File: src/hw/rtl/brf_pkg.sv
// ----------------------------------------------------------------------------
// Byte ring FIFO package
// Operation codes, field widths, stream word layout and the result struct
// passed from the ring control to the output stage.
// ----------------------------------------------------------------------------
package brf_pkg;

	localparam int DATA_W = 8;
	localparam int OP_W   = 3;
	localparam int IDX_W  = 6;
	localparam int CNT_W  = 7;
	localparam int CAP_W  = 7;
	localparam int LVL_W  = 7;

	// Input word: op, data_in, index, count from the lowest bit up.
	localparam int S_TDATA_W = 24;
	localparam int S_OP_LSB  = 0;
	localparam int S_DIN_LSB = S_OP_LSB + OP_W;
	localparam int S_IDX_LSB = S_DIN_LSB + DATA_W;
	localparam int S_CNT_LSB = S_IDX_LSB + IDX_W;

	// Result word: ok, data_out, fill_level, free_space from the lowest bit up.
	localparam int M_TDATA_W  = 24;
	localparam int M_OK_BIT   = 0;
	localparam int M_DOUT_LSB = 1;
	localparam int M_FILL_LSB = M_DOUT_LSB + DATA_W;
	localparam int M_FREE_LSB = M_FILL_LSB + LVL_W;
	localparam int M_USED_W   = M_FREE_LSB + LVL_W;

	localparam int APB_ADDR_W = 3;
	localparam int APB_DATA_W = 32;

	localparam logic [0:0]       REG_CAPACITY = 1'b0;
	localparam logic [CAP_W-1:0] CAP_RESET    = 7'd64;

	typedef enum logic [OP_W-1:0] {
		OP_PUSH  = 3'd0,
		OP_POP   = 3'd1,
		OP_PEEK  = 3'd2,
		OP_CLEAR = 3'd3,
		OP_FILL  = 3'd4,
		OP_DRAIN = 3'd5
	} op_t;

	typedef struct packed {
		logic             ok;
		logic             rd;
		logic [LVL_W-1:0] fill_level;
		logic [LVL_W-1:0] free_space;
	} res_t;

endpackage

File: src/hw/rtl/brf_ram.sv
// ----------------------------------------------------------------------------
// Generic single-port-write RAM
// One write port and one read port with a registered, enabled read.
// ----------------------------------------------------------------------------
module brf_ram #(
	parameter int WIDTH = 8,
	parameter int DEPTH = 64
) (
	input  logic                     clk,
	input  logic                     wr_en,
	input  logic [$clog2(DEPTH)-1:0] wr_addr,
	input  logic [WIDTH-1:0]         wr_data,
	input  logic                     rd_en,
	input  logic [$clog2(DEPTH)-1:0] rd_addr,
	output logic [WIDTH-1:0]         rd_data
);

	logic [WIDTH-1:0] mem_q [DEPTH];

	always_ff @(posedge clk) begin
		if (wr_en) begin
			mem_q[wr_addr] <= wr_data;
		end
		if (rd_en) begin
			rd_data <= mem_q[rd_addr];
		end
	end

endmodule

File: src/hw/rtl/brf_ring.sv
// ----------------------------------------------------------------------------
// Ring pointer control
// Holds head, tail and full flag, decodes one operation per cycle while step is high
// and issues the storage write or read together with the result flags.
// ----------------------------------------------------------------------------
module brf_ring #(
	parameter int DEPTH = 64
) (
	input  logic                         clk,
	input  logic                         arst_n,
	input  logic [brf_pkg::CAP_W-1:0]    capacity,
	input  logic                         cap_wr,
	input  logic                         step,
	input  brf_pkg::op_t                 op,
	input  logic [brf_pkg::DATA_W-1:0]   data_in,
	input  logic [brf_pkg::IDX_W-1:0]    index,
	input  logic [brf_pkg::CNT_W-1:0]    count,
	output logic                         wr_en,
	output logic [$clog2(DEPTH)-1:0]     wr_addr,
	output logic [brf_pkg::DATA_W-1:0]   wr_data,
	output logic                         rd_en,
	output logic [$clog2(DEPTH)-1:0]     rd_addr,
	output brf_pkg::res_t                res
);

	localparam int PTR_W = $clog2(DEPTH);
	localparam int VW    = (PTR_W > brf_pkg::CAP_W) ? PTR_W : brf_pkg::CAP_W;
	localparam logic [VW-1:0] CapMax = (DEPTH > 127) ? VW'(127) : VW'(DEPTH);

	logic [PTR_W-1:0] head_q, tail_q, head_d, tail_d;
	logic             full_q, full_d;

	logic [VW-1:0] cap_v, head_v, tail_v, level_v, level_nx, idx_v, cnt_v, cap_in;
	logic [VW:0]   head_inc, tail_inc, peek_sum, peek_pos;
	logic [PTR_W-1:0] head_adv, tail_adv;
	logic          not_empty, ok, rd;

	always_comb begin
		cap_in = VW'(capacity);
		if (capacity == '0) begin
			cap_v = VW'(1);
		end else if (cap_in > CapMax) begin
			cap_v = CapMax;
		end else begin
			cap_v = cap_in;
		end

		head_v = VW'(head_q);
		tail_v = VW'(tail_q);
		idx_v  = VW'(index);
		cnt_v  = VW'(count);

		if (full_q) begin
			level_v = cap_v;
		end else if (tail_v >= head_v) begin
			level_v = tail_v - head_v;
		end else begin
			level_v = cap_v - (head_v - tail_v);
		end
		not_empty = full_q || (tail_q != head_q);

		head_inc = {1'b0, head_v} + (VW+1)'(1);
		tail_inc = {1'b0, tail_v} + (VW+1)'(1);
		head_adv = (head_inc >= {1'b0, cap_v}) ? '0 : PTR_W'(head_inc);
		tail_adv = (tail_inc >= {1'b0, cap_v}) ? '0 : PTR_W'(tail_inc);

		// The head lies below the capacity and the offset below the level, so
		// one wrap by the capacity brings the sum back into the ring.
		peek_sum = {1'b0, head_v} + {1'b0, idx_v};
		peek_pos = (peek_sum >= {1'b0, cap_v}) ? peek_sum - {1'b0, cap_v} : peek_sum;

		head_d   = head_q;
		tail_d   = tail_q;
		full_d   = full_q;
		level_nx = level_v;
		ok       = 1'b0;
		rd       = 1'b0;
		wr_en    = 1'b0;
		wr_addr  = tail_q;
		wr_data  = data_in;
		rd_addr  = head_q;

		case (op)
			brf_pkg::OP_PUSH: begin
				if (!full_q) begin
					ok       = 1'b1;
					wr_en    = step;
					tail_d   = tail_adv;
					full_d   = (tail_adv == head_q);
					level_nx = level_v + VW'(1);
				end
			end
			brf_pkg::OP_POP: begin
				if (not_empty) begin
					ok       = 1'b1;
					rd       = 1'b1;
					head_d   = head_adv;
					full_d   = 1'b0;
					level_nx = level_v - VW'(1);
				end
			end
			brf_pkg::OP_PEEK: begin
				if (idx_v < level_v) begin
					ok      = 1'b1;
					rd      = 1'b1;
					rd_addr = PTR_W'(peek_pos);
				end
			end
			brf_pkg::OP_CLEAR: begin
				ok       = 1'b1;
				head_d   = '0;
				tail_d   = '0;
				full_d   = 1'b0;
				level_nx = '0;
			end
			brf_pkg::OP_FILL: begin
				ok = !full_q && ((cap_v - level_v) >= cnt_v);
			end
			brf_pkg::OP_DRAIN: begin
				ok = (level_v >= cnt_v);
			end
			default: begin
				ok = 1'b0;
			end
		endcase

		rd_en          = step && rd;
		res.ok         = ok;
		res.rd         = rd;
		res.fill_level = brf_pkg::LVL_W'(level_nx);
		res.free_space = brf_pkg::LVL_W'(cap_v - level_nx);
	end

	always_ff @(posedge clk or negedge arst_n) begin
		if (!arst_n) begin
			head_q <= '0;
			tail_q <= '0;
			full_q <= 1'b0;
		end else if (cap_wr) begin
			// A new capacity empties the ring.
			head_q <= '0;
			tail_q <= '0;
			full_q <= 1'b0;
		end else if (step) begin
			head_q <= head_d;
			tail_q <= tail_d;
			full_q <= full_d;
		end
	end

endmodule

File: src/hw/rtl/byte_ring_fifo_with_peek.sv
// An accepted input word is registered in the input stage and its result word in
// the result stage; a stall on the result stream holds the word in the input stage.
// Throughput: one word per cycle; the storage has one read and one write port,
// and each word needs at most one of each, so back-pressure alone slows it.
// Reset: the ring is empty, capacity is 64 and the pipeline holds nothing.
// Storage is not cleared; an entry is only read after it has been written.
// ----------------------------------------------------------------------------
// Byte ring FIFO with peek
// Stream-driven byte FIFO with a runtime capacity, peek at an offset and
// fill and drain queries, configured over an APB-style register port.
// ----------------------------------------------------------------------------
module byte_ring_fifo_with_peek #(
	parameter int DEPTH = 64
) (
	input  logic                            clk,
	input  logic                            arst_n,
	input  logic                            s_tvalid,
	output logic                            s_tready,
	input  logic [brf_pkg::S_TDATA_W-1:0]   s_tdata,  // op, data_in, index, count
	output logic                            m_tvalid,
	input  logic                            m_tready,
	output logic [brf_pkg::M_TDATA_W-1:0]   m_tdata,  // ok, data_out, fill_level,
	                                                  // free_space, zero pad
	input  logic                            psel,
	input  logic                            penable,
	input  logic                            pwrite,
	input  logic [brf_pkg::APB_ADDR_W-1:0]  paddr,
	input  logic [brf_pkg::APB_DATA_W-1:0]  pwdata,
	output logic [brf_pkg::APB_DATA_W-1:0]  prdata,
	output logic                            pready
);

	localparam int PTR_W = $clog2(DEPTH);

	logic [brf_pkg::CAP_W-1:0] capacity_q;
	logic                      cap_wr, reg_sel;

	logic                        valid_s1, valid_s2;
	brf_pkg::op_t                op_s1;
	logic [brf_pkg::DATA_W-1:0]  din_s1;
	logic [brf_pkg::IDX_W-1:0]   idx_s1;
	logic [brf_pkg::CNT_W-1:0]   cnt_s1;
	brf_pkg::res_t               res, res_s2;
	logic                        adv_s2, adv_s1, step;

	logic                       wr_en, rd_en;
	logic [PTR_W-1:0]           wr_addr, rd_addr;
	logic [brf_pkg::DATA_W-1:0] wr_data, rd_data;
	logic [brf_pkg::DATA_W-1:0] dout;

	// Register port.
	assign pready  = 1'b1;
	assign reg_sel = (paddr[brf_pkg::APB_ADDR_W-1:2] == brf_pkg::REG_CAPACITY);
	assign cap_wr  = psel && penable && pwrite && pready && reg_sel;
	assign prdata  = reg_sel ? brf_pkg::APB_DATA_W'(capacity_q) : '0;

	always_ff @(posedge clk or negedge arst_n) begin
		if (!arst_n) begin
			capacity_q <= brf_pkg::CAP_RESET;
		end else if (cap_wr) begin
			capacity_q <= pwdata[brf_pkg::CAP_W-1:0];
		end
	end

	// Handshake: the result stage frees when its word is taken, and the input
	// stage moves on whenever the result stage can take its word.
	assign adv_s2   = !valid_s2 || m_tready;
	assign adv_s1   = adv_s2;
	assign step     = valid_s1 && adv_s1;
	assign s_tready = !valid_s1 || adv_s1;

	always_ff @(posedge clk or negedge arst_n) begin
		if (!arst_n) begin
			valid_s1 <= 1'b0;
			valid_s2 <= 1'b0;
		end else begin
			if (s_tready) begin
				valid_s1 <= s_tvalid;
			end
			if (adv_s2) begin
				valid_s2 <= valid_s1;
			end
		end
	end

	always_ff @(posedge clk) begin
		if (s_tready && s_tvalid) begin
			op_s1  <= brf_pkg::op_t'(s_tdata[brf_pkg::S_OP_LSB +: brf_pkg::OP_W]);
			din_s1 <= s_tdata[brf_pkg::S_DIN_LSB +: brf_pkg::DATA_W];
			idx_s1 <= s_tdata[brf_pkg::S_IDX_LSB +: brf_pkg::IDX_W];
			cnt_s1 <= s_tdata[brf_pkg::S_CNT_LSB +: brf_pkg::CNT_W];
		end
		if (step) begin
			res_s2 <= res;
		end
	end

	brf_ring #(
		.DEPTH (DEPTH)
	) u_ring (
		.clk      (clk),
		.arst_n   (arst_n),
		.capacity (capacity_q),
		.cap_wr   (cap_wr),
		.step     (step),
		.op       (op_s1),
		.data_in  (din_s1),
		.index    (idx_s1),
		.count    (cnt_s1),
		.wr_en    (wr_en),
		.wr_addr  (wr_addr),
		.wr_data  (wr_data),
		.rd_en    (rd_en),
		.rd_addr  (rd_addr),
		.res      (res)
	);

	// The read data register only loads with a new read, so it holds while
	// the result stage is stalled.
	brf_ram #(
		.WIDTH (brf_pkg::DATA_W),
		.DEPTH (DEPTH)
	) u_ram (
		.clk     (clk),
		.wr_en   (wr_en),
		.wr_addr (wr_addr),
		.wr_data (wr_data),
		.rd_en   (rd_en),
		.rd_addr (rd_addr),
		.rd_data (rd_data)
	);

	assign dout     = res_s2.rd ? rd_data : '0;
	assign m_tvalid = valid_s2;
	assign m_tdata  = brf_pkg::M_TDATA_W'({res_s2.free_space, res_s2.fill_level, dout,
		res_s2.ok});

endmodule

File: config.mk
export PLATFORM = sky130hd
export DESIGN_NAME = byte_ring_fifo_with_peek
export DESIGN_NICKNAME = d
export VERILOG_FILES = /design/src/hw/rtl/brf_pkg.sv /design/src/hw/rtl/brf_ram.sv /design/src/hw/rtl/brf_ring.sv /design/src/hw/rtl/byte_ring_fifo_with_peek.sv
export SDC_FILE = /design/constraint.sdc
export NUM_CORES = 1
export LEC_CHECK = 0
export CAP_MARGIN = 10
export CORE_MARGIN = 1
export CORE_UTILIZATION = 55
export CTS_BUF_LIST = sky130_fd_sc_hd__clkbuf_4
export CTS_CLUSTER_DIAMETER = 100
export DETAILED_ROUTE_END_ITERATION = 10
export DONT_BUFFER_PORTS = 1
export HOLD_SLACK_MARGIN = 0.15
export PLACE_DENSITY = 0.82
export SLEW_MARGIN = 20
export SYNTH_ARGS = -nofsm -noshare
export SYNTH_HDL_FRONTEND = slang
export SYNTH_SLANG_ARGS = --single-unit
File: constraint.sdc
create_clock -name clk -period 5.8 [get_ports clk]
set_input_delay 1.16 -clock clk [delete_from_list [all_inputs] [get_ports clk]]
set_output_delay 1.16 -clock clk [all_outputs]
set_load 0.03 [all_outputs]
==> After elaboration in Yosys (flattened, before gate mapping) <==
Memories as Yosys holds them, arrays and structs flattened. A register that Yosys moved wholly into a read port is not among the register bits.
Cells that the tools add are included.
{ "totals": {"ram_bits": 512, "output_inout_bits": 59, "memories": 1, "reg_bits": 62} }
{ "classes": {"eq_ne": 9, "n_lt_le_gt_ge": 8, "n_addsub": 11, "mux": 36, "n_reduce_logical": 22, "n_bitwise": 1} }
{ "memory_table": {"columns": ["memory", "depth", "width", "rd", "rd_clocked_by_memory_dff", "wr", "line_no", "text"], "rows": [
  ["u_ram.mem_q", 64, 8, 1, 1, 1, "brf_ram.sv:18", "logic [WIDTH-1:0] mem_q [DEPTH];"]
]} }
{ "op_table": {"columns": ["cell", "count"], "rows": [
  ["two-way mux 6 bit", 11],
  ["two-way mux 7 bit", 7],
  ["greater-or-equal comparator 7 bit", 5],
  ["case mux 6 bit (2 select lines)", 2],
  ["case mux 7 bit (3 select lines)", 1],
  ["subtractor 7 bit", 3],
  ["adder 6 x 1 -> 7 bit (second input constant)", 2],
  ["subtractor 6 x 6 -> 7 bit", 2],
  ["two-way mux 1 bit", 11],
  ["AND reduction 3 bit", 3],
  ["two-way mux 8 bit", 1],
  ["adder 6 x 6 -> 7 bit", 1],
  ["adder 7 x 1 -> 7 bit (second input constant)", 1],
  ["> comparator 7 bit (second input constant)", 1],
  ["logical AND 1 bit", 7],
  ["logical NOT 7 bit", 1],
  ["< comparator 6 x 7 -> 1 bit", 1],
  ["subtractor 7 x 1 -> 7 bit (second input constant)", 1],
  ["equality test 3 x 2 -> 1 bit (second input constant)", 2],
  ["equality test 3 bit (second input constant)", 2],
  ["equality test 6 bit", 1],
  ["greater-or-equal comparator 6 bit", 1],
  ["inequality test 6 bit", 1],
  ["case mux 1 bit (6 select lines)", 1],
  ["13 further kinds", 18]
]} }

==> Logic depth before layout (Yosys ltp) <==
{ "logic_depth": {"ltp_word": 10, "ltp_mapped": 28} }

==> By module <==
From an unflattened synthesis, not the netlist that was laid out.
{ "hier_totals": {"cells_unflattened": 1612, "hier_area_um2": 26541.7} }
{ "by_module_without_submodules": {"columns": ["module", "seq_area_each_um2", "cells_per_inst", "instances", "area_per_inst_um2"], "rows": [
  ["brf_ram", 15615.0, 940, 1, 20246.9],
  ["brf_ring", 325.3, 549, 1, 4287.9],
  ["byte_ring_fifo_with_peek", 1427.6, 123, 1, 2006.9]
]} }

==> Worst setup path before layout <==
Ideal clock, no wire load.
{ "synth_path": {"path_type": "register -> register", "from": "reg capacity_q[6] (netlist name)", "to": "reg u_ram.rd_data[6], read port of u_ram.mem_q, data pin", "slack_ps": 170, "required_ps": 5531, "arrival_ps": 5362, "stages_incl_launch_ff": 26, "path_buffers": 3, "cell_sequence": "dfstp_2 > buf_4 > clkinv_1 > a22oi_1 > inv_1 > ha_1 > fa_1 > a21o_1 > a21oi_1 > xnor2_1 > mux2i_1 > mux2i_1 > inv_1 > ha_1 > o2111ai_1 > nand3_1 > o21ai_1 > o21ai_4 > mux2_2 > buf_4 > buf_2 > a211o_1 > o21ai_1 > a211oi_1 > nor4_1 > mux2i_1"} }
{ "synth_via": {"elab_chain_len": 10} }
{ "synth_rtl": {"columns": ["element", "line_no", "text"], "rows": [
  ["start: declaration", "byte_ring_fifo_with_peek.sv:35", "logic [brf_pkg::CAP_W-1:0] capacity_q;"],
  ["start signal: assignment", "byte_ring_fifo_with_peek.sv:59", "capacity_q <= brf_pkg::CAP_RESET;"],
  ["start signal: assignment", "byte_ring_fifo_with_peek.sv:61", "capacity_q <= pwdata[brf_pkg::CAP_W-1:0];"],
  ["> comparator 7 bit", "brf_ring.sv:42", "end else if (cap_in > CapMax) begin"],
  ["two-way mux 7 bit", "brf_ring.sv:42", null],
  ["two-way mux 7 bit (*)", "brf_ring.sv:40", "if (capacity == '0) begin"],
  ["subtractor 7 bit", "brf_ring.sv:58", "level_v = cap_v - (head_v - tail_v);"],
  ["two-way mux 7 bit", "brf_ring.sv:55", "end else if (tail_v >= head_v) begin"],
  ["two-way mux 7 bit", "brf_ring.sv:53", "if (full_q) begin"],
  ["< comparator 6 x 7 -> 1 bit", "brf_ring.sv:103", "if (idx_v < level_v) begin"],
  ["two-way mux 1 bit", "brf_ring.sv:103", null],
  ["case mux 1 bit (2 select lines)", "brf_ring.sv:83", "case (op)"],
  ["logical AND 1 bit", "brf_ring.sv:127", "rd_en = step && rd;"],
  ["end: declaration", "brf_ram.sv:15", "output logic [WIDTH-1:0] rd_data"]
]} }
Every way passes the cells marked *; elsewhere a longest branch is shown, timed or not.
A chain may end at the register's enable or synchronous reset.

==> Worst setup path in the final report <==
{ "layout_path": {"from": "reg capacity_q[6] (netlist name)", "to": "reg u_ram.rd_data[7], read port of u_ram.mem_q, data pin"} }
The elaborated chain is that of the path after synthesis.

==> run summary <==
On the worst path, the slowest cell contributes a delay of 0.55 ns. The post-synthesis sequential area ratio came out at 0.660. The ratio of cells with drive above 1 in the final layout is 0.198. Along the worst hold path, the cell count comes to 0. The number of buffers inserted by port buffering is 0, and the area of the core is 46900 µm².

The tools report the number of distinct standard cells referenced by the synthesized netlist as 75. For the final cell count without fillers, the log shows 2809. The library cell used most frequently in the layout, excluding fill and tap cells, is sky130_fd_sc_hd__edfxtp_1. The final-stage net count came out at 2257.

The run finished, with violations left. The final-layout fill cell count is 3296, and the sum of negative setup slack is 0 ns. In this run the static leakage power is 10.5 nW.

Summing over every cut layer, the via total after detailed routing is 17952. For the pin with the worst max-slew slack, the measured transition is 1.01 ns. The element type at the critical path start was a register.

In this run the power density over the cells is 417 nW/µm². 125 I/O pins were placed. The signal arrival time at the worst endpoint came out at 6.55 ns. The die boundary width was 221 µm. Entering global routing, the biggest net connects 83 pins. The total number of clock tree sinks is 582, and the worst-case headroom to the max-slew limit is 0.318. The checks that failed: DRC.

For the worst setup path, the data required time is 6.63 ns. The tools report the count of unresolved DRC violations after routing as 7. Row generation in the floorplan step produced 79 rows.

The placer's final routability congestion estimate is 0.919, and the initial standard-cell utilization of the core is 0.562. The logs give 0.269 for the global-route total usage across every layer and 0 for the count of endpoints failing hold in the final timing report. In this run the remaining antenna-violating nets after routing total 0. The worst setup slack after layout came out at 0.0779 ns. The tools report the worst-case hold path end point as idx_s1[4].

The later pin in the worst-skew pair is clocked with a latency of 1.00 ns. The initial antenna violation count came out at 2. The via count normalized by instance count came out at 6.39. STA classifies the critical path endpoint as a register. The reg-to-reg setup timing slack was 0.08 ns; the global-route wire length before repair was 97700 µm. The tools report the number of global-route vias before repair as 17711. The critical path is of the reg -> reg type. Power comes to 0.0124 W.

Among the stages of the critical path, the cell type that occurs most often is sky130_fd_sc_hd__buf_4. For this run, the leading register cell type out of synthesis is sky130_fd_sc_hd__edfxtp_1. The run gives 0 as the count of endpoints failing setup in the final report. Synthesis inferred 582 register bits. The largest individual stage delay along the critical path comes from the cell sky130_fd_sc_hd__dfstp_2. The first TritonRoute pass finished after 9 iterations. The tools report the cell area after technology mapping as 26300 µm². Source of the worst hold timing path: s_tdata[15]. The detailed router finished its first iteration with 2007 violations. For the worst clock skew, the log shows 0.0716 ns. Cell type with the largest total area after synthesis: sky130_fd_sc_hd__edfxtp_1. For the gate count of the mapped netlist, the log shows 1926. Sorting the synthesized cells by area gives the leading types as sky130_fd_sc_hd__edfxtp_1, sky130_fd_sc_hd__ha_1, sky130_fd_sc_hd__a21oi_1, sky130_fd_sc_hd__a21o_1, sky130_fd_sc_hd__a211oi_1. The reg-to-reg critical path endpoint is u_ram.rd_data[7]. Number of cell instances on the worst register-to-register path: 28. TritonCTS built the clock tree. The highest net fanout along the worst path came out at 12. Minimum clock period after layout: 5.72 ns.

The share of the cycle needed by the critical path after routing works out to 0.987. The area share of the largest cell type after synthesis is 0.639. Max-cap violations in this run came to 0. The cell sitting at the root of the clock tree is a sky130_fd_sc_hd__clkbuf_4.

The Yosys step of the flow raised 0 warnings. The logs give 4 for the maximum level of the CTS H-tree and 2556 for the instance count after placement with tap cells included. The half-perimeter wire length after detailed placement is 41300 µm, and the post-synthesis to final-layout area growth is 13.3%. The start of the worst register-to-register path was capacity_q[6].

After clock tree synthesis, the clock-pin slew on the worst setup and hold paths is 0.06 ns. The number of pins with negative max-slew slack in the final report was 0. The logs give 0.000344 V for the largest voltage drop on the vdd net and -0.247 ns for the worst slack after detailed placement.

In this run, synthesis inferred 560 flip-flops with an integrated enable. Clock tree synthesis inserted a total of 144 buffers. The die covers 48700 µm². The average wire length per cell after detail routing came out at 23.2 µm. For the maximum buffer depth of the clock tree, the log shows 3. The die is 221 µm tall.

Static timing analysis puts the maximum clock frequency at 0.175 GHz. The average size of a mapped cell is 13.7 µm², and the total global routing overflow is 0. Wires add up to 65100 µm.

Leaving out fill and tap cells, the most frequent cells in the layout are sky130_fd_sc_hd__edfxtp_1, sky130_fd_sc_hd__clkbuf_4, sky130_fd_sc_hd__buf_4. The share of synthesized registers carrying an async set or reset was 0.0378. The path class of the tightest hold or removal check is in -> reg.
-- through the flow --
step            util  hold WS (ns)  area [µm²]
2_1_floorplan      -         0.457       26400
3_3_place_gp   0.590         0.478       27700
3_5_place_dp   0.590         0.488       27700
4_1_cts        0.628         0.211       29400
5_1_grt        0.636         0.220       29800
6_report       0.636         0.289       29800
-- critical path, delay by kind of cell (launching register included) --
| kind | cells | cell delay [ns] |
|---|---|---|
| flops | 1 | 0.55 |
| compound gates | 9 | 1.69 |
| fa+ha+maj | 3 | 0.94 |
| mux | 3 | 0.69 |
| buf+inv | 9 | 1.24 |
| simple gates | 3 | 0.31 |
| xor+xnor | 1 | 0.12 |
-- final cells by class --
cell class | instances | area (µm²) | area share
diodes | 5 | 12.5 | 0.000420
clock buffers | 192 | 1440 | 0.0483
clock inverters | 45 | 263 | 0.00881
inverters | 65 | 244 | 0.00818
multi-input cells | 1158 | 8270 | 0.277
flip-flops and latches | 582 | 17400 | 0.582
well taps | 607 | 759 | 0.0255
repair buffers | 155 | 1470 | 0.0492
-- registers in the layout (all words and copies together), names as in the netlist --
name	flops
res_s2	1
idx_s1	6
u_ring.wr_addr	6
capacity_q	7
u_ring.head_q	6
u_ram.rd_data	8
m_tdata	15
cnt_s1	7
valid_s1	1
m_tvalid	1
u_ring.full_q	1
op_s1	3
u_ram.mem_q	512
din_s1	8
-- repair_timing --
action / CTS / global route
gates cloned: 0 / 3
hold buffers: 1 / 1
resized for setup: 11 / 51
hold endpoints to repair: 22 / 12
pin swaps: 0 / 11
buffers inserted: 0 / 6
endpoints found under the setup margin: 8 / 8
-- power by group --
part           internal, W  leakage [nW]  switching [W]
logic              0.00180          4.18        0.00244
clock network      0.00163          1.02        0.00161
registers          0.00477          5.34       0.000176
-- synth_stat cells, types with 21 or more instances --
library cell               instances
sky130_fd_sc_hd__a211o_1          54
sky130_fd_sc_hd__a211oi_1         73
sky130_fd_sc_hd__a21o_1           76
sky130_fd_sc_hd__a21oi_1         116
sky130_fd_sc_hd__buf_2            41
sky130_fd_sc_hd__buf_4            55
sky130_fd_sc_hd__clkbuf_1         40
sky130_fd_sc_hd__dfrtp_1          21
sky130_fd_sc_hd__edfxtp_1        560
sky130_fd_sc_hd__ha_1             74
sky130_fd_sc_hd__inv_1            63
sky130_fd_sc_hd__nand2_1          95
sky130_fd_sc_hd__nand3_1          38
sky130_fd_sc_hd__nor2_1          100
sky130_fd_sc_hd__nor3_1           31
sky130_fd_sc_hd__o211ai_1         35
sky130_fd_sc_hd__o21ai_0          81
sky130_fd_sc_hd__o221ai_1         42
sky130_fd_sc_hd__o22a_1           32
sky130_fd_sc_hd__o22ai_1          33
sky130_fd_sc_hd__xnor2_1          29
-- metal layers --
| metal | vias up | part of all wire | GRT usage |
|---|---|---|---|
| met5 | - | 0 | 0 |
| met4 | 0 | 0.030 | 0.121 |
| met3 | 158 | 0.10 | 0.0708 |
| met2 | 1074 | 0.48 | 0.428 |
| met1 | 8784 | 0.39 | 0.347 |
| li1 | 7936 | - | - |
-- how the worst max path moves through the flow --
| stage | from | end | slack (ns) | cells after the start |
|---|---|---|---|---|
| after floorplan | capacity_q[6] | u_ram.rd_data[6] | 0.17 | 25 |
| after global routing | capacity_q[6] | u_ram.rd_data[7] | -0.16 | 27 |
| after CTS | capacity_q[6] | u_ram.rd_data[2] | -0.02 | 27 |
| after detailed placement | capacity_q[6] | u_ram.rd_data[2] | -0.25 | 28 |
| final | capacity_q[6] | u_ram.rd_data[7] | 0.08 | 28 |
| after global placement | capacity_q[6] | u_ram.rd_data[6] | -0.16 | 28 |
-- kinds of logic (layout without fill, tap and decap cells) --
group / count (synthesis) / in the layout / share of synthesized area
xor+xnor: 42 / 42 / 0.0140
simple gates: 348 / 348 / 0.0616
mux: 25 / 25 / 0.0107
compound gates: 631 / 631 / 0.169
buf+inv: 211 / 457 / 0.0411
other cells: 2 / 32 / 0.000285
fa+ha+maj: 85 / 85 / 0.0436
flops: 582 / 582 / 0.660
(Power assumes the default switching activity.)
